File: config.mk
export PLATFORM = sky130hd
export DESIGN_NAME = hmla_mac
export DESIGN_NICKNAME = d
export VERILOG_FILES = /design/src/hmla_pkg.sv /design/src/hmla_mac.sv
export SDC_FILE = /design/constraint.sdc
export NUM_CORES = 2
export LEC_CHECK = 0
export ABC_AREA = 1
export CORE_ASPECT_RATIO = 0.5
export CORE_UTILIZATION = 67
export DETAILED_ROUTE_END_ITERATION = 6
export DONT_BUFFER_PORTS = 1
export GPL_TIMING_DRIVEN = 0
export HOLD_SLACK_MARGIN = 0.12
export PLACE_DENSITY = 0.9
export SYNTH_ARGS = -nofsm -noshare
export SYNTH_HDL_FRONTEND = slang
export SYNTH_SLANG_ARGS = --single-unit
File: constraint.sdc
create_clock -name clk -period 6.7 [get_ports clk]
set_input_delay 0.67 -clock clk [delete_from_list [all_inputs] [get_ports clk]]
set_output_delay 0.67 -clock clk [all_outputs]
set_load 0.05 [all_outputs]
File: src/hmla_pkg.sv
`default_nettype none
package hmla_pkg;

  // input item kinds
  typedef enum logic [1:0] {
    KIND_WEIGHT = 2'd0,
    KIND_HIST   = 2'd1,
    KIND_USER   = 2'd2,
    KIND_GRAD   = 2'd3
  } kind_t;

  // configuration register indexes
  typedef enum logic [1:0] {
    REG_DIMS  = 2'd0,
    REG_GAMMA = 2'd1,
    REG_LR    = 2'd2,
    REG_BATCH = 2'd3
  } reg_idx_t;

  // shared multiply-accumulate unit
  localparam int MAC_AW  = 21;
  localparam int MAC_BW  = 18;
  localparam int MAC_PW  = MAC_AW + MAC_BW;
  localparam int MAC_ACW = 64;

  typedef enum logic [1:0] {
    SH_0  = 2'd0,
    SH_12 = 2'd1,
    SH_20 = 2'd2
  } mac_shift_t;

  typedef struct packed {
    logic       en;
    logic       clr;
    logic       load;
    mac_shift_t sh;
  } mac_ctrl_t;

  // shared divider
  localparam int DIV_NW = 33;
  localparam int DIV_DW = 13;
  localparam int DIV_CW = 6;

endpackage
`default_nettype wire

File: src/hmla_mac.sv
`default_nettype none
module hmla_mac (
  input  wire logic                                clk,
  input  wire logic                                rst,
  input  wire hmla_pkg::mac_ctrl_t                 ctrl,
  input  wire logic signed [hmla_pkg::MAC_AW-1:0]  op_a,
  input  wire logic signed [hmla_pkg::MAC_BW-1:0]  op_b,
  input  wire logic signed [hmla_pkg::MAC_ACW-1:0] addend,
  output logic signed [hmla_pkg::MAC_ACW-1:0]      acc
);
  import hmla_pkg::*;

  logic signed [MAC_PW-1:0]  prod;
  logic signed [MAC_ACW-1:0] add_q;
  mac_ctrl_t                 ctrl_q;
  logic signed [MAC_ACW-1:0] prod_ext;
  logic signed [MAC_ACW-1:0] prod_sh;

  // product stage
  always_ff @(posedge clk) begin
    if (rst) begin
      ctrl_q <= '0;
    end else begin
      ctrl_q <= ctrl;
    end
    prod  <= op_a * op_b;
    add_q <= addend;
  end

  // alignment of the product
  assign prod_ext = MAC_ACW'(prod);
  always_comb begin
    case (ctrl_q.sh)
      SH_12:   prod_sh = prod_ext <<< 12;
      SH_20:   prod_sh = prod_ext <<< 20;
      default: prod_sh = prod_ext;
    endcase
  end

  // accumulate stage
  always_ff @(posedge clk) begin
    if (ctrl_q.clr) begin
      acc <= '0;
    end else if (ctrl_q.en) begin
      acc <= (ctrl_q.load ? add_q : acc) + prod_sh;
    end
  end

endmodule
`default_nettype wire

Word-level counts from Yosys, hierarchy flattened
Index checks and enable logic that the tools add are counted.
W data, S select, Z words.
{"block": "word_totals", "input_bits": 110, "regBits": 172, "output_inout_bits": 64, "word_cells": 13}
{"block": "classes", "muxes": 2, "mul": 1, "eq_ne": 2, "addsub": 1}
{"op": "$pmux W58 S2", "n": 1}
{"op": "$add A64 B59 Y64", "n": 1}
{"op": "$mux W64", "n": 1}
{"op": "$mul A21 B18 Y39", "n": 1}
{"op": "$eq A2 B1 Y1 const B", "n": 1}
{"op": "$eq A2 B2 Y1 const B", "n": 1}

Longest topological paths before layout
{"block": "depth", "word_depth": 3, "ltp_mapped": 26, "mapped_depth_nobuf": 25}

Least setup slack after synthesis
Ideal clock, no wire load.
{"block": "synth_timing", "path_kind": "input -> register", "from": "input port op_a[20] (netlist name)", "to": "register prod[34]", "stages": 20, "setup_slack_ps": 816, "setup_ps": 120, "n_path_buf": 2, "required_time_ps": 6580, "arrival_time_ps": 5765, "path_cell_list": "clkbuf_1 clkbuf_1 nand2_1 fa_1 inv_1 fa_1 inv_1 fa_1 fa_1 fa_1 fa_1 inv_1 ha_1 nand2_1 nor2_1 inv_1 nor2_1 a211oi_1 nand2_1 xor2_1"}
{"block": "synth_between", "elab_chain_len": 1}
{"item": "start, declared", "line_no": "hmla_mac.sv:6", "rtl": "input wire logic signed [hmla_pkg::MAC_AW-1:0] op_a,"}
{"item": "$mul A21 B18 Y39", "line_no": "hmla_mac.sv:26", "rtl": "prod <= op_a * op_b;"}
{"item": "end signal, assigned", "line_no": "hmla_mac.sv:26"}
{"item": "end, declared", "line_no": "hmla_mac.sv:13", "rtl": "logic signed [MAC_PW-1:0] prod;"}
No other way between the ends.
A chain may end at the register's enable or synchronous reset.

Worst setup path in the final report
{"block": "layout_timing", "from": "input port op_a[12] (netlist name)", "to": "register prod[25]"}
Same word-level chain as after synthesis.

==> flow_metrics.env <==
export IMPL_crit_required_ns=7.05
export IMPL_hold_viol=0
export IMPL_start_util=0.680
export IMPL_fp_row_count=51
export IMPL_dr_pass1_iters=7
export IMPL_final_common_cell="nand2_1"
export IMPL_clock_skew_ns=0.0144
export IMPL_clockBufferDepth=2
export IMPL_area_delta_synth_final_pct=4.83
export IMPL_arrival_ns=6.97
export IMPL_cts_inserted_buffers=17
export IMPL_groute_usage_overall=0.456
export IMPL_clock_fmax_ghz=0.151
export IMPL_clockRootBuffer="clkbuf_16"
export IMPL_min_period_ns=6.62
export IMPL_worstSetupPathType="in -> reg"
export IMPL_clk_latency_ns=0.46
export IMPL_synthCells=3874
export IMPL_cp_start_kind="input port"
export IMPL_dieArea_mm2=0.0403
export IMPL_synth_cell_type_count=46
export IMPL_io_buffers=0
export IMPL_synth_area_per_cell_um2=6.83
export IMPL_routed_wl_mm=91.6
export IMPL_setup_viol=0
export IMPL_status="finished with violations"
export IMPL_ys_ff_latch=172
export IMPL_rsz0062_at_grt="yes"
export IMPL_die_h_um=142
export IMPL_drc=2
export IMPL_antenna_found_initial=0
export IMPL_violations="design-rule violations"
export IMPL_final_max_slew_viol_count=0
export IMPL_end_kind="flip-flop"
export IMPL_core_area_mm2=0.0389
export IMPL_met2_usage=0.719
export IMPL_min_path_type="in -> reg"
export IMPL_use_met1=0.575
export IMPL_io_pins=174
export IMPL_dp_slack_ns=-0.354
export IMPL_fillers=3216
export IMPL_grt_pass1_vias=25000
export IMPL_hold_buffers=0
export IMPL_final_layout_size_suffix_gt1_frac=0.0343
export IMPL_final_cell_mix="nand2_1 (1182), inv_1 (1064), fa_1 (377), dfxtp_1 (172), ha_1 (163)"
export IMPL_dpl_hpwl_mm=76.0
export IMPL_tightestPinTransition_ns=1.10
export IMPL_cts_sinks=172
export IMPL_dieWidth_um=283
export IMPL_grt_max_degree=19
export IMPL_setup_ws_ns=0.0779
export IMPL_synth_yosys_seq_area_share=0.130
export IMPL_post_route_period_util=0.988
export IMPL_clk_pin_slew_worst_paths_ns=0.08
export IMPL_drtAntennaViolNets=0
export IMPL_grt_remaining_overflow=0
export IMPL_nets=4545
export IMPL_cts_tree="yes"
export IMPL_routedWlPerCell_um=20.7
export IMPL_busiest_layer="met2"
export IMPL_syn_nets=4526
export IMPL_drtIter0Drc=2990
export IMPL_grtUsageMet3=0.135
export IMPL_htreeDepth=4
export IMPL_viasPerCell=5.74
export IMPL_grt_pass1_wl_mm=137
export IMPL_gp_congestion=1.09
export IMPL_syn_area_mm2=0.0264
export IMPL_ys_warn_count=0
export IMPL_maxCapViolCount=0
export IMPL_vias=25500
export IMPL_maxSlewHeadroom=0.264
export IMPL_path_max_fanout=10
==> layout make-up <==
| cell class | instances | area [um2] | area share |
|---|---|---|---|
| buffer | 126 | 528 | 0.0190 |
| clock inverter | 14 | 155 | 0.00560 |
| sequential | 172 | 3440 | 0.124 |
| multi-input combinational | 2508 | 18500 | 0.667 |
| tap | 530 | 663 | 0.0239 |
| clock buffer | 18 | 429 | 0.0155 |
| antenna | 1 | 2.50 | 0.0000903 |
| inverter | 1068 | 4010 | 0.145 |
==> logic make-up (layout without fill, tap and decap cells) <==
group / after synthesis / after routing / synth area share
buffers and inverters: 1194 / 1226 / 0.171
and+or+nand+nor: 1557 / 1557 / 0.240
xor gates and xnor gates: 63 / 63 / 0.0209
other: 0 / 1 / 0
AOI/OAI and AO/OA: 346 / 346 / 0.0742
DFF: 172 / 172 / 0.130
adders and majority gates: 542 / 542 / 0.364
==> sequential cells by signal (all words and copies together) (netlist names) <==
name and count:
acc 64, ctrl_q 5, prod 39, add_q 64
==> worst paths after layout <==
path                            depth (start not counted)  endpoint       from  slack (ns)
worst max-delay path                                   24  prod[25]   op_a[12]        0.08
worst min-delay path                                    0  add_q[9]  addend[9]        0.23
worst max register to register                         15   acc[57]  ctrl_q[2]        1.92
worst min register to register                          4   acc[40]  ctrl_q[4]        0.69
==> synth_stat cells, drive strengths merged <==
cell type | instances | share of area
dlygate4sd3 | 1 | 0.00038
nor4 | 7 | 0.0017
xor2 | 53 | 0.018
xnor2 | 10 | 0.0033
a31oi | 6 | 0.0014
inv | 1064 | 0.15
a21o | 6 | 0.0017
o21bai | 10 | 0.0028
a21boi | 3 | 0.00085
fa | 378 | 0.29
a21oi | 150 | 0.029
a221o | 11 | 0.0042
clkbuf | 109 | 0.016
nand3b | 1 | 0.00076
a211oi | 3 | 0.00085
buf | 15 | 0.0022
and3b | 3 | 0.00099
and2 | 1 | 0.00024
ha | 164 | 0.078
nand4 | 26 | 0.0062
o21a | 3 | 0.00085
clkinv | 4 | 0.00057
dfxtp | 172 | 0.13
o211ai | 10 | 0.0028
nand2b | 1 | 0.00024
dlygate4sd1 | 1 | 0.00033
nor3 | 14 | 0.0030
or2 | 4 | 0.00095
nand3 | 121 | 0.024
o21ai | 124 | 0.024
o221ai | 12 | 0.0040
and3 | 6 | 0.0014
nor2 | 165 | 0.027
nand2 | 1208 | 0.17
o22ai | 8 | 0.0019
==> per-stage QoR <==
| stage | util | setup TNS (ns) | hold WS [ns] | instance area, um2 | std cells |
|---|---|---|---|---|---|
| 2_1_floorplan | - | 0 | 0.589 | 26400 | 3874 |
| 3_3_place_gp | 0.698 | -2.53 | 0.641 | 27100 | 4404 |
| 3_5_place_dp | 0.698 | -3.53 | 0.675 | 27100 | 4404 |
| 4_1_cts | 0.713 | 0 | 0.224 | 27700 | 4436 |
| 5_1_grt | 0.713 | -0.0138 | 0.218 | 27700 | 4436 |
| 6_report | 0.713 | 0 | 0.225 | 27700 | 4437 |
==> routing by layer <==
layer	vias to the layer above	share of wire
li1	11400	-
met2	1767	0.43
met1	11900	0.37
met3	391	0.14
met5	-	0
met4	0	0.057
==> worst max-delay path: stages <==
cell and delay [ns]:
clkbuf_1 0.52, clkbuf_2 0.42, nand2_1 0.13, fa_1 0.53, inv_1 0.06, fa_1 0.56
inv_1 0.06, fa_1 0.50, inv_1 0.06, fa_1 0.46, fa_1 0.51, inv_1 0.05
fa_1 0.61, inv_1 0.09, ha_1 0.35, a21oi_1 0.23, nor2_1 0.06, nor2_1 0.17
a21boi_0 0.41, nand2_1 0.23, nand2_1 0.12, nand2_1 0.06, nand2_1 0.06, nand2_1 0.04
==> timing repair <==
item,CTS,global route
endpoints found under the setup margin,0,17
hold endpoints to repair,0,0
gates resized for setup,0,30
setup buffers,0,0
Power is not shown: default switching activity piles up to over one toggle a cycle in this logic, so the estimate is an artifact.
