`config.mk`:
```
export PLATFORM = sky130hd
export DESIGN_NAME = hmla_div
export DESIGN_NICKNAME = d
export VERILOG_FILES = /design/src/hmla_pkg.sv /design/src/hmla_div.sv
export SDC_FILE = /design/constraint.sdc
export NUM_CORES = 1
export LEC_CHECK = 0
export BUFFER_PORTS_ARGS = -buffer_cell sky130_fd_sc_hd__buf_2
export CORE_UTILIZATION = 47
export DETAILED_ROUTE_END_ITERATION = 7
export MAX_ROUTING_LAYER = met4
export PLACE_DENSITY_LB_ADDON = 0.05
export SETUP_SLACK_MARGIN = 0.2
export SLEW_MARGIN = 10
export SYNTH_ARGS = -nofsm -noshare
export SYNTH_HDL_FRONTEND = slang
export SYNTH_SLANG_ARGS = --single-unit
```
`constraint.sdc`:
```
create_clock -name clk -period 2.49 [get_ports clk]
set_input_delay 0.1245 -clock clk [delete_from_list [all_inputs] [get_ports clk]]
set_output_delay 0.1245 -clock clk [all_outputs]
set_load 0.02 [all_outputs]
```
`src/hmla_pkg.sv`:
```
`default_nettype none
package hmla_pkg;

  // input item kinds
  typedef enum logic [1:0] {
    KIND_WEIGHT = 2'd0,
    KIND_HIST   = 2'd1,
    KIND_USER   = 2'd2,
    KIND_GRAD   = 2'd3
  } kind_t;

  // configuration register indexes
  typedef enum logic [1:0] {
    REG_DIMS  = 2'd0,
    REG_GAMMA = 2'd1,
    REG_LR    = 2'd2,
    REG_BATCH = 2'd3
  } reg_idx_t;

  // shared multiply-accumulate unit
  localparam int MAC_AW  = 21;
  localparam int MAC_BW  = 18;
  localparam int MAC_PW  = MAC_AW + MAC_BW;
  localparam int MAC_ACW = 64;

  typedef enum logic [1:0] {
    SH_0  = 2'd0,
    SH_12 = 2'd1,
    SH_20 = 2'd2
  } mac_shift_t;

  typedef struct packed {
    logic       en;
    logic       clr;
    logic       load;
    mac_shift_t sh;
  } mac_ctrl_t;

  // shared divider
  localparam int DIV_NW = 33;
  localparam int DIV_DW = 13;
  localparam int DIV_CW = 6;

endpackage
`default_nettype wire

```
`src/hmla_div.sv`:
```
`default_nettype none
module hmla_div (
  input  wire logic                          clk,
  input  wire logic                          rst,
  input  wire logic                          start,
  input  wire logic [hmla_pkg::DIV_NW-1:0]   num,
  input  wire logic [hmla_pkg::DIV_DW-1:0]   den,
  output logic                               done,
  output logic [hmla_pkg::DIV_NW-1:0]        quot,
  output logic [hmla_pkg::DIV_DW-1:0]        rem
);
  import hmla_pkg::*;

  logic              run;
  logic [DIV_CW-1:0] cnt;
  logic [DIV_DW-1:0] den_r;
  logic [DIV_DW:0]   trial;
  logic              fits;

  // one quotient bit per cycle, restoring
  assign trial = {rem, quot[DIV_NW-1]};
  assign fits  = trial >= {1'b0, den_r};

  always_ff @(posedge clk) begin
    if (rst) begin
      run  <= 1'b0;
      done <= 1'b0;
      cnt  <= '0;
    end else begin
      done <= 1'b0;
      if (start) begin
        run <= 1'b1;
        cnt <= DIV_CW'(DIV_NW);
      end else if (run) begin
        cnt <= cnt - 1'b1;
        if (cnt == DIV_CW'(1)) begin
          run  <= 1'b0;
          done <= 1'b1;
        end
      end
    end
  end

  always_ff @(posedge clk) begin
    if (start) begin
      quot  <= num;
      rem   <= '0;
      den_r <= den;
    end else if (run) begin
      rem  <= fits ? DIV_DW'(trial - {1'b0, den_r}) : DIV_DW'(trial);
      quot <= {quot[DIV_NW-2:0], fits};
    end
  end

endmodule
`default_nettype wire

```
* After elaboration in Yosys (flattened, before gate mapping)
Index checks and enable logic that the tools add are counted.
** Storage, ports and cells
- Logic and storage cells :: 24
- Input bits :: 49
- Bits in registers :: 67
- Output and inout bits :: 47
** Cells by class
- Magnitude comparators :: 1
- Multiplexer cells :: 9
- Equality and inequality tests :: 1
- Bitwise gates (word level) :: 1
- $add $sub $neg :: 2
- Reduce and logical (&&, ||, !) cells :: 3
** Operators by type and width (count)
- two-way mux 33 bit :: 2
- >= comparator 14 x 13 -> 1 bit :: 1
- two-way mux 13 bit :: 1
- subtractor 13 bit :: 1
- two-way mux 6 bit :: 2
- == test 6 x 1 -> 1 bit, second input constant :: 1
- subtractor 6 x 1 -> 6 bit, second input constant :: 1
- two-way mux 1 bit :: 4
- OR reduction 3 bit :: 1
- nonzero test 2 bit :: 1
- OR reduction 2 bit :: 1
- inverter 1 bit :: 1

* Longest topological paths before layout
Gate-level depths: netlist (run 1).
- Word-level depth :: 4
- Mapped depth :: 11
- Gate-level depth less buffers :: 10

* Least setup slack after synthesis (run 1)
No wires, ideal clock.
- Path kind :: reg2reg
- From :: register quot[32] in the netlist's numbering
- To :: register quot[0] in the netlist's numbering, data pin
- Period minus slack after synthesis :: 2.652 ns
- Arrival time :: 2.392 ns
- Library setup time :: 0.260 ns
- Data required time :: 2.230 ns
- Cell stages (with the launch flop) :: 12
- Setup slack :: -0.162 ns
- Buffers on the path :: 1
- Cell sequence :: edfxtp_1 inv_1 ha_1 inv_1 fa_1 a211oi_2 o21ai_2 a31oi_4 a21o_1 buf_6 nand2_1 mux2_2
** Between the ends
- Longest elaborated chain between the ends :: 3
** RTL lines
- start, declared :: RTL line hmla_div.sv:9 : output logic [hmla_pkg::DIV_NW-1:0] quot,
- start signal, assigned :: RTL line hmla_div.sv:46 : quot <= num;
- start signal, assigned :: RTL line hmla_div.sv:51 : quot <= {quot[DIV_NW-2:0], fits};
- >= comparator 14 x 13 -> 1 bit :: RTL line hmla_div.sv:22 : assign fits = trial >= {1'b0, den_r};
- two-way mux 33 bit :: RTL line hmla_div.sv:49 : end else if (run) begin
- two-way mux 33 bit :: RTL line hmla_div.sv:45 : if (start) begin
Every way passes these cells. The select of a mux whose other input is x is not followed.
A chain may end at the register's enable or synchronous reset.

* Worst setup path in the final report (run 1)
Same ends and word-level chain as after synthesis.

==> flow_metrics.env, run 1 <==
export IMPL_r2r_end="quot[0]"
export IMPL_synth_edf_count=46
export IMPL_min_period_over_period_pct=96.49
export IMPL_irDropWorstVdd_mv=0.3565
export IMPL_grt_antenna_before_repair=0
export IMPL_cts_tree="built"
export IMPL_ys_flop_type="edfxtp_1"
export IMPL_wl_um=7603
export IMPL_insertion_delay_ns=0.34
export IMPL_nFillCells=585
export IMPL_n_antenna_cell=0
export IMPL_clockRootBuffer="clkbuf_8"
export IMPL_finalSetupTns_ns=0
export IMPL_rsz0062_at_grt="true"
export IMPL_start_util_pct=49.51
export IMPL_synth_nets=358
export IMPL_synthArstFlopShare_pct=0
export IMPL_hp_class="in2reg"
export IMPL_cts_max_level=3
export IMPL_r2r_setup_slack_ns=0.09
export IMPL_area_growth_pct=32.86
export IMPL_num_vias=2751
export IMPL_core_area_um2=6907
export IMPL_die_x_um=87.30
export IMPL_synth_top_area_share_pct=40.40
export IMPL_grt_pass1_wl_um=12070
export IMPL_syn_area_um2=3420
export IMPL_p_per_area_nw_per_um2=669.3
export IMPL_drive_above_1_share_pct=43.76
export IMPL_hold_viol_final=0
export IMPL_ys_seq_area_share_pct=52.69
export IMPL_clkTransAtPathRegs_ns=0.07
export IMPL_drc=0
export IMPL_crit_type="reg2reg"
export IMPL_antenna_left=0
export IMPL_drtPass1Iterations=4
export IMPL_io_pins=96
export IMPL_cap_violations=0
export IMPL_final_common_cell="buf_2"
export IMPL_synth_top_area_cell="edfxtp_1"
export IMPL_place_hpwl_um=5422
export IMPL_drtIter0Drc=95
export IMPL_status="completed"
export IMPL_tightest_slew_ns=0.5387
export IMPL_maxSlewHeadroom_pct=63.95
export IMPL_netlist_top_cells_area="edfxtp_1, dfxtp_1, mux2_2"
export IMPL_setup_worst_path_start_class="flip-flop"
export IMPL_yosysWarnings=0
export IMPL_end_kind="flip-flop"
export IMPL_drv_slew=0
export IMPL_final_cell_mix="buf_2, edfxtp_1, mux2_2"
export IMPL_finalSetupViolations=0
export IMPL_grt_max_degree=23
export IMPL_power_w=0.003041
export IMPL_numCtsBuffers=9
export IMPL_grt_pass1_vias=2629
export IMPL_synth_seq_cells=67
export IMPL_synth_distinct_cells=48
export IMPL_hold_start="rst"
export IMPL_hold_depth=2
export IMPL_viasPerCell=5.280
export IMPL_max_freq_mhz=416.2
export IMPL_place_congestion=0.8619
export IMPL_preCtsSetupSlack_ns=0.006563
export IMPL_fin_skew_ns=0.009587
export IMPL_grt_use_total_pct=21.63
export IMPL_port_buffers=95
export IMPL_period_needed_ns=2.403
export IMPL_p_leak_nw=1.929
export IMPL_setup_slack_ns=0.08744
export IMPL_final_nets=485
export IMPL_crit_arrival_ns=2.49
export IMPL_clock_sinks=67
export IMPL_grt_overflow=0
export IMPL_multi_input_area_um2=1560
export IMPL_post_synth_cell_area_avg_um2=11.67
export IMPL_min_to="cnt[5]"
export IMPL_syn_inst=293
export IMPL_rows=30
export IMPL_r2r_cells=10
export IMPL_reg2reg_from="quot[32]"
export IMPL_wire_per_inst_um=14.59
export IMPL_worstPathRequired_ns=2.58
export IMPL_die_area_um2=7620
export IMPL_clockBufferDepth=2
export IMPL_cp_max_fo=3
export IMPL_die_h_um=87.30
export IMPL_regArea_um2=1802
==> critical path, cell delays in order (launching register included) <==
cell	delay, ns
edfxtp_1	0.40
inv_2	0.10
ha_4	0.14
inv_2	0.03
fa_2	0.33
a211oi_2	0.24
o21ai_2	0.11
a31oi_4	0.22
a21o_1	0.23
nand2_2	0.08
mux2_2	0.26
==> per-stage QoR <==
stage | std cells | util (%) | cell area [um^2] | hold WS, ns
2_1_floorplan | 293 | - | 3427 | 0.2234
3_3_place_gp | 485 | 58.93 | 4070 | 0.3019
3_5_place_dp | 485 | 58.93 | 4070 | 0.3030
4_1_cts | 518 | 64.76 | 4473 | 0.05183
5_1_grt | 521 | 65.78 | 4543 | 0.05422
6_report | 521 | 65.78 | 4543 | 0.04980
==> power breakdown <==
part | switching [W] | internal [W]
logic | 0.000367 | 0.000306
clock network | 0.000410 | 0.000588
registers | 0.0000644 | 0.00131
==> sequential cells by signal, indices dropped and copies added, names as in the netlist <==
register / flops
cnt: 6
den_r: 13
done: 1
quot: 33
rem: 13
run: 1
==> timing repair <==
item,4_1_cts,5_1_grt
hold buffers,13,0
pin swaps,11,8
hold endpoints to repair,13,0
resized for setup,7,8
buffers inserted,3,3
setup endpoints to repair,13,14
cloned,1,0
==> worst max-delay path by stage <==
stage | from | to | slack [ns]
floorplan | quot[32] | quot[0] | -0.03
detailed placement | quot[32] | rem[5] | 0.007
finish | quot[32] | quot[0] | 0.09
CTS | quot[32] | rem[2] | 0.01
global route | quot[32] | rem[2] | -0.02
global placement | quot[32] | rem[5] | 0.07
==> logic make-up (layout without fill, tap and decap cells) <==
| kind of cell | Yosys count | count (layout) | synth area share, % |
|---|---|---|---|
| AO/OA/AOI/OAI | 58 | 58 | 12.84 |
| XOR/XNOR | 13 | 13 | 3.330 |
| adder cells (fa/ha/maj) | 16 | 16 | 6.074 |
| AND/OR/NAND/NOR | 74 | 74 | 10.32 |
| buffers and inverters | 32 | 164 | 3.878 |
| multiplexers | 33 | 33 | 10.87 |
| flip-flops | 67 | 67 | 52.69 |
==> synthesized netlist by cell type (all sizes together) (9+ instances only) <==
master and count:
xnor2 9, nor2 20, ha 15, o21ai 9, nand2 17, mux2 33, inv 18, nor3 12
a21oi 13, dfxtp 21, nand3 10, edfxtp 46
==> cell type report <==
class / instances / area share (%)
Sequential cell: 67 / 39.66
Timing Repair Buffer: 130 / 17.05
Multi-Input combinational cell: 194 / 34.34
Inverter: 18 / 1.487
Tap cell: 96 / 2.644
Clock buffer: 11 / 3.112
Clock inverter: 5 / 1.708
==> layer usage <==
layer  global-route usage (%)  vias to the layer above  share of wire, %
met4                    7.452                        0               1.5
met2                    32.81                       97                47
li1                         -                     1348                 -
met3                    5.592                       14               6.5
met5                        -                        -                 0
met1                    28.11                     1292                45
Power figures use the tool's default switching activity.
==> run 2: changes to the inputs <==
--- a/config.mk
+++ b/config.mk
@@ -6,7 +6,9 @@
 export NUM_CORES = 1
 export LEC_CHECK = 0
 export BUFFER_PORTS_ARGS = -buffer_cell sky130_fd_sc_hd__buf_2
-export CORE_UTILIZATION = 47
+export CELL_PAD_IN_SITES_DETAIL_PLACEMENT = 1
+export CELL_PAD_IN_SITES_GLOBAL_PLACEMENT = 1
+export CORE_UTILIZATION = 37
 export DETAILED_ROUTE_END_ITERATION = 7
 export MAX_ROUTING_LAYER = met4
 export PLACE_DENSITY_LB_ADDON = 0.05
==> run 2 against run 1 <==
Net effect:
- clock power is 7.0% lower
- clock-buffer cell count fell by 1
- total power fell by 2.4%
- critical path depth did not move
- cell area about the same
- fmax down 2.9%
- hold slack better by 0.0065 ns
- critical endpoint is now rem[11]
- largest cell class unchanged
==> flow_metrics.env, run 2 (same netlist as run 1, synthesis figures left out) <==
export IMPL_final_cell_mix="buf_2, edfxtp_1, mux2_2"
export IMPL_hp_class="in2reg"
export IMPL_cts_max_level=3
export IMPL_nFillCells=992
export IMPL_wl_um=8796
export IMPL_grt_pass1_wl_um=14590
export IMPL_period_needed_ns=2.474
export IMPL_area_growth_pct=32.89
export IMPL_min_to="run"
export IMPL_worstPathRequired_ns=2.73
export IMPL_min_period_over_period_pct=99.37
export IMPL_grt_max_degree=65
export IMPL_cts_tree="built"
export IMPL_cap_violations=0
export IMPL_drive_above_1_share_pct=43.97
export IMPL_rsz0062_at_grt="true"
export IMPL_grt_pass1_vias=2858
export IMPL_crit_top_cell="inv_2"
export IMPL_r2r_end="rem[11]"
export IMPL_rows=34
export IMPL_numCtsBuffers=9
export IMPL_path_delay_family="compound AO/OA/AOI/OAI gates"
export IMPL_final_util_pct=51.36
export IMPL_maxSlewHeadroom_pct=58.87
export IMPL_drtIter0Drc=99
export IMPL_tightest_slew_ns=0.6147
export IMPL_finalInstanceArea_um2=4544
export IMPL_stdcell_count=531
export IMPL_fin_skew_ns=0.008813
export IMPL_wire_per_inst_um=16.56
export IMPL_start_util_pct=38.65
export IMPL_regMostFlops="quot"
export IMPL_grt_overflow=0
export IMPL_cp_num_buf_inv=2
export IMPL_setup_worst_path_start_class="flip-flop"
export IMPL_multi_input_area_um2=1550
export IMPL_place_congestion=0.7433
export IMPL_largest_reg_flops=33
export IMPL_r2r_setup_slack_ns=0.02
export IMPL_clockRootBuffer="clkbuf_8"
export IMPL_grt_antenna_before_repair=0
export IMPL_crit_chain="inv_2 -> ha_4 -> inv_2 -> fa_2 -> a211oi_2 -> o21ai_2 -> a31oi_4 -> a21oi_4 -> or4_1 -> o211ai_1"
export IMPL_final_common_cell="buf_2"
export IMPL_placed_cells=497
export IMPL_power_w=0.002969
export IMPL_crit_slowest_cell="or4_1"
export IMPL_regArea_um2=1802
export IMPL_n_antenna_cell=0
export IMPL_crit_arrival_ns=2.72
export IMPL_max_freq_mhz=404.2
export IMPL_io_pins=96
export IMPL_irDropWorstVdd_mv=0.3019
export IMPL_reg_top3="quot x33, den_r x13, rem x13"
export IMPL_insertion_delay_ns=0.34
export IMPL_core_area_um2=8848
export IMPL_startpoint="quot[32]"
export IMPL_drc=0
export IMPL_die_x_um=98.14
export IMPL_cp_max_fo=8
export IMPL_hold_depth=2
export IMPL_clockBufferDepth=2
export IMPL_p_per_area_nw_per_um2=653.2
export IMPL_p_leak_nw=1.924
export IMPL_placed_cell_area_um2=4098
export IMPL_clock_sinks=67
export IMPL_clkTransAtPathRegs_ns=0.08
export IMPL_end_kind="flip-flop"
export IMPL_die_h_um=98.14
export IMPL_antenna_left=0
export IMPL_hold_viol_final=0
export IMPL_status="completed"
export IMPL_drv_slew=0
export IMPL_final_nets=483
export IMPL_viasPerCell=5.166
export IMPL_grt_use_total_pct=20.20
export IMPL_finalSetupViolations=0
export IMPL_reg2reg_from="quot[32]"
export IMPL_slowest_delay_ns=0.53
export IMPL_drtPass1Iterations=6
export IMPL_num_vias=2743
export IMPL_crit_type="reg2reg"
export IMPL_hold_start="rst"
export IMPL_die_area_um2=9630
export IMPL_r2r_cells=10
export IMPL_port_buffers=95
export IMPL_place_hpwl_um=6176
run 2: changes by cell type in the layout (fill, tap and decap cells not counted), sizes merged:
cell	before	now
buf	117	115
bufinv	2	1
clkbuf	11	10
clkinv	2	4
run 2: power breakdown:
group	internal [W]	switching, W	total (W)
combinational	0.000300	0.000376	0.000676
clock	0.000490	0.000438	0.000928
sequential	0.00131	0.0000601	0.00137
run 2: worst max-delay path by stage:
stage          slack (ns)  cells past startpoint  endpoint
2_1_floorplan       -0.03                     11   quot[0]
4_1_cts              0.03                     10   rem[11]
3_5_place_dp         0.03                     10   rem[11]
6_report             0.02                     10   rem[11]
3_3_place_gp         0.07                     10    rem[5]
5_1_grt             -0.14                     12    rem[8]
run 2: worst reg2reg max path, cell delays in order (launching register included):
cell      delay (ns)
edfxtp_1        0.40
inv_2           0.10
ha_4            0.13
inv_2           0.03
fa_2            0.34
a211oi_2        0.25
o21ai_2         0.11
a31oi_4         0.23
a21oi_4         0.11
or4_1           0.53
o211ai_1        0.14
run 2: metal layers:
layer / wire [um] / vias to the layer above / track usage [%]
met4: 112 / 0 / 6.659
li1: - / 1345 / -
met1: 4027 / 1316 / 25.99
met2: 4211 / 73 / 31.80
met3: 444 / 9 / 4.223
met5: 0 / - / -
run 2: what timing repair did:
| action | in CTS | in global routing |
|---|---|---|
| resized for setup | 19 | 2 |
| pin swaps | 10 | 1 |
| endpoints found under the hold margin | 13 | 0 |
| hold buffers | 13 | 0 |
| cloned | 1 | 0 |
| setup endpoints to repair | 14 | 14 |
| buffers inserted | 4 | 0 |
run 2: through the flow:
step	TNS (ns)	setup slack [ns]	hold WS, ns
after floorplan	-0.02509	-0.02509	0.2234
after global placement	0	0.07227	0.3005
after detailed placement	0	0.02876	0.3033
after CTS	0	0.02885	0.04650
after global routing	-0.6946	-0.1375	0.06575
final	0	0.01572	0.05635
run 2: cell type report:
class                      instances  share of cell area (%)
sequential                        67                   39.65
multi-input combinational        194                   34.11
timing repair buffer             128                   17.32
clock buffer                      10                   3.029
tap                              108                   2.974
inverter                          18                   1.487
clock inverter                     6                   1.432
==> run 3: changes to the inputs <==
--- a/config.mk
+++ b/config.mk
@@ -8,7 +8,7 @@
 export BUFFER_PORTS_ARGS = -buffer_cell sky130_fd_sc_hd__buf_2
 export CELL_PAD_IN_SITES_DETAIL_PLACEMENT = 1
 export CELL_PAD_IN_SITES_GLOBAL_PLACEMENT = 1
-export CORE_UTILIZATION = 37
+export CORE_UTILIZATION = 44
 export DETAILED_ROUTE_END_ITERATION = 7
 export MAX_ROUTING_LAYER = met4
 export PLACE_DENSITY_LB_ADDON = 0.05
==> constraint.sdc (replaced) <==
create_clock -name clk -period 3.2 [get_ports clk]
set_input_delay 0.16 -clock clk [delete_from_list [all_inputs] [get_ports clk]]
set_output_delay 0.16 -clock clk [all_outputs]
set_load 0.02 [all_outputs]
==> run 3 against run 2 <==
Net effect:
- clock-buffer cell count did not move
- wire length rose by 0.14%
- first-iteration DRC count fell by 22%
- register-to-register slack improved by 0.38 ns
- cell area fell by 4.8%
- sequential cell count did not move
- utilization rose by 7.4 points
- setup slack improved by 0.38 ns
- non-clock buffer count fell by 14
- hold slack got worse by 0.047 ns
==> flow_metrics.env, run 3 (same netlist as run 1, synthesis figures left out) <==
export IMPL_place_hpwl_um=6070
export IMPL_crit_chain="inv_1 -> ha_1 -> inv_1 -> fa_1 -> a211oi_2 -> o21ai_2 -> a31oi_4 -> a21oi_4 -> o221a_2 -> a2111oi_2"
export IMPL_hold_depth=1
export IMPL_clockBufferDepth=2
export IMPL_finalInstanceArea_um2=4328
export IMPL_rows=31
export IMPL_crit_slowest_cell="fa_1"
export IMPL_io_pins=96
export IMPL_rsz0062_at_grt="false"
export IMPL_reg_top3="quot x33, den_r x13, rem x13"
export IMPL_grt_pass1_wl_um=14360
export IMPL_hp_class="in2reg"
export IMPL_grt_pass1_vias=2909
export IMPL_final_common_cell="buf_2"
export IMPL_min_period_over_period_pct=87.73
export IMPL_period_needed_ns=2.807
export IMPL_num_vias=2690
export IMPL_crit_top_cell="inv_1"
export IMPL_die_area_um2=8128
export IMPL_die_x_um=90.16
export IMPL_placed_cell_area_um2=4006
export IMPL_hold_viol_final=0
export IMPL_worstPathRequired_ns=3.44
export IMPL_largest_reg_flops=33
export IMPL_reg2reg_from="quot[32]"
export IMPL_fin_skew_ns=0.007675
export IMPL_drtPass1Iterations=4
export IMPL_final_nets=469
export IMPL_drv_slew=0
export IMPL_core_area_um2=7370
export IMPL_clockRootBuffer="clkbuf_8"
export IMPL_cap_violations=0
export IMPL_cts_max_level=3
export IMPL_tightest_slew_ns=0.5363
export IMPL_regMostFlops="quot"
export IMPL_final_cell_mix="buf_2, edfxtp_1, mux2_2"
export IMPL_end_kind="flip-flop"
export IMPL_numCtsBuffers=9
export IMPL_viasPerCell=5.295
export IMPL_hold_start="den[0]"
export IMPL_cp_max_fo=14
export IMPL_status="completed"
export IMPL_port_buffers=95
export IMPL_start_util_pct=46.40
export IMPL_p_per_area_nw_per_um2=522.7
export IMPL_setup_worst_path_start_class="flip-flop"
export IMPL_maxSlewHeadroom_pct=63.74
export IMPL_grt_max_degree=42
export IMPL_p_leak_nw=1.825
export IMPL_cts_tree="built"
export IMPL_r2r_setup_slack_ns=0.39
export IMPL_drc=0
export IMPL_place_congestion=0.7729
export IMPL_power_w=0.002262
export IMPL_r2r_cells=10
export IMPL_wire_per_inst_um=17.34
export IMPL_drtIter0Drc=77
export IMPL_clkTransAtPathRegs_ns=0.08
export IMPL_area_growth_pct=26.56
export IMPL_die_h_um=90.16
export IMPL_grt_overflow=0
export IMPL_finalSetupTns_ns=0
export IMPL_wl_um=8808
export IMPL_irDropWorstVdd_mv=0.2716
export IMPL_min_to="den_r[0]"
export IMPL_slowest_delay_ns=0.43
export IMPL_insertion_delay_ns=0.34
export IMPL_drive_above_1_share_pct=38.88
export IMPL_finalSetupViolations=0
export IMPL_clock_sinks=67
export IMPL_crit_type="reg2reg"
export IMPL_crit_arrival_ns=3.05
export IMPL_grt_antenna_before_repair=0
export IMPL_max_freq_mhz=356.2
export IMPL_r2r_end="rem[5]"
export IMPL_grt_use_total_pct=23.11
export IMPL_n_antenna_cell=0
export IMPL_antenna_left=0
[run 3: timing repair]
action                                 4_1_cts  5_1_grt
gates resized for setup                      0        1
hold buffers                                12        0
setup endpoints to repair                    0        1
endpoints found under the hold margin       12        0
setup buffers                                0        0
[run 3: per-layer routing]
metal / global-route usage, % / part of all wire [%] / wire [um] / vias to the layer above
li1: - / - / - / 1317
met1: 26.28 / 44 / 3853 / 1298
met2: 40.90 / 51 / 4452 / 70
met3: 5.753 / 5.0 / 443 / 5
met4: 5.242 / 0.67 / 59 / 0
met5: - / 0 / 0 / -
[run 3: layout make-up]
type                            count  area, um^2
Fill cell                         840        3042
Multi-Input combinational cell    194        1493
Tap cell                           99       123.9
Clock inverter                      6       66.31
Clock buffer                       10       127.6
Timing Repair Buffer              114       648.1
Inverter                           18       67.56
Sequential cell                    67        1802
[run 3: worst max path at each step]
stage / startpoint / endpoint
6_report: quot[32] / rem[5]
5_1_grt: quot[32] / rem[5]
4_1_cts: quot[32] / rem[5]
3_5_place_dp: quot[32] / rem[5]
3_3_place_gp: quot[32] / rem[5]
2_1_floorplan: quot[32] / quot[0]
[run 3: power by group]
group	internal, W	total (W)	leakage [nW]	switching (W)
combinational	0.000208	0.000493	1.11	0.000284
sequential	0.00102	0.00106	0.631	0.0000474
clock	0.000360	0.000706	0.0885	0.000346
total	0.00158	0.00226	1.83	0.000678
[run 3: worst max-delay path: cells and delay by family (launching register included)]
kind / cells / cell delay, ns
buffers and inverters: 2 / 0.17
AOI/OAI and AO/OA: 6 / 1.51
adders and majority gates: 2 / 0.61
DFF: 1 / 0.42
[run 3: through the flow]
step / cells / hold WS, ns / util [%] / worst slack (ns)
after CTS: 508 / 0.0004696 / 58.62 / 0.3390
after global routing: 508 / 0.0009333 / 58.73 / 0.2230
final: 508 / 0.009124 / 58.73 / 0.3925
after global placement: 480 / 0.3363 / 54.36 / 0.5512
after floorplan: 293 / 0.2589 / - / 0.5483
after detailed placement: 480 / 0.3383 / 54.36 / 0.4376
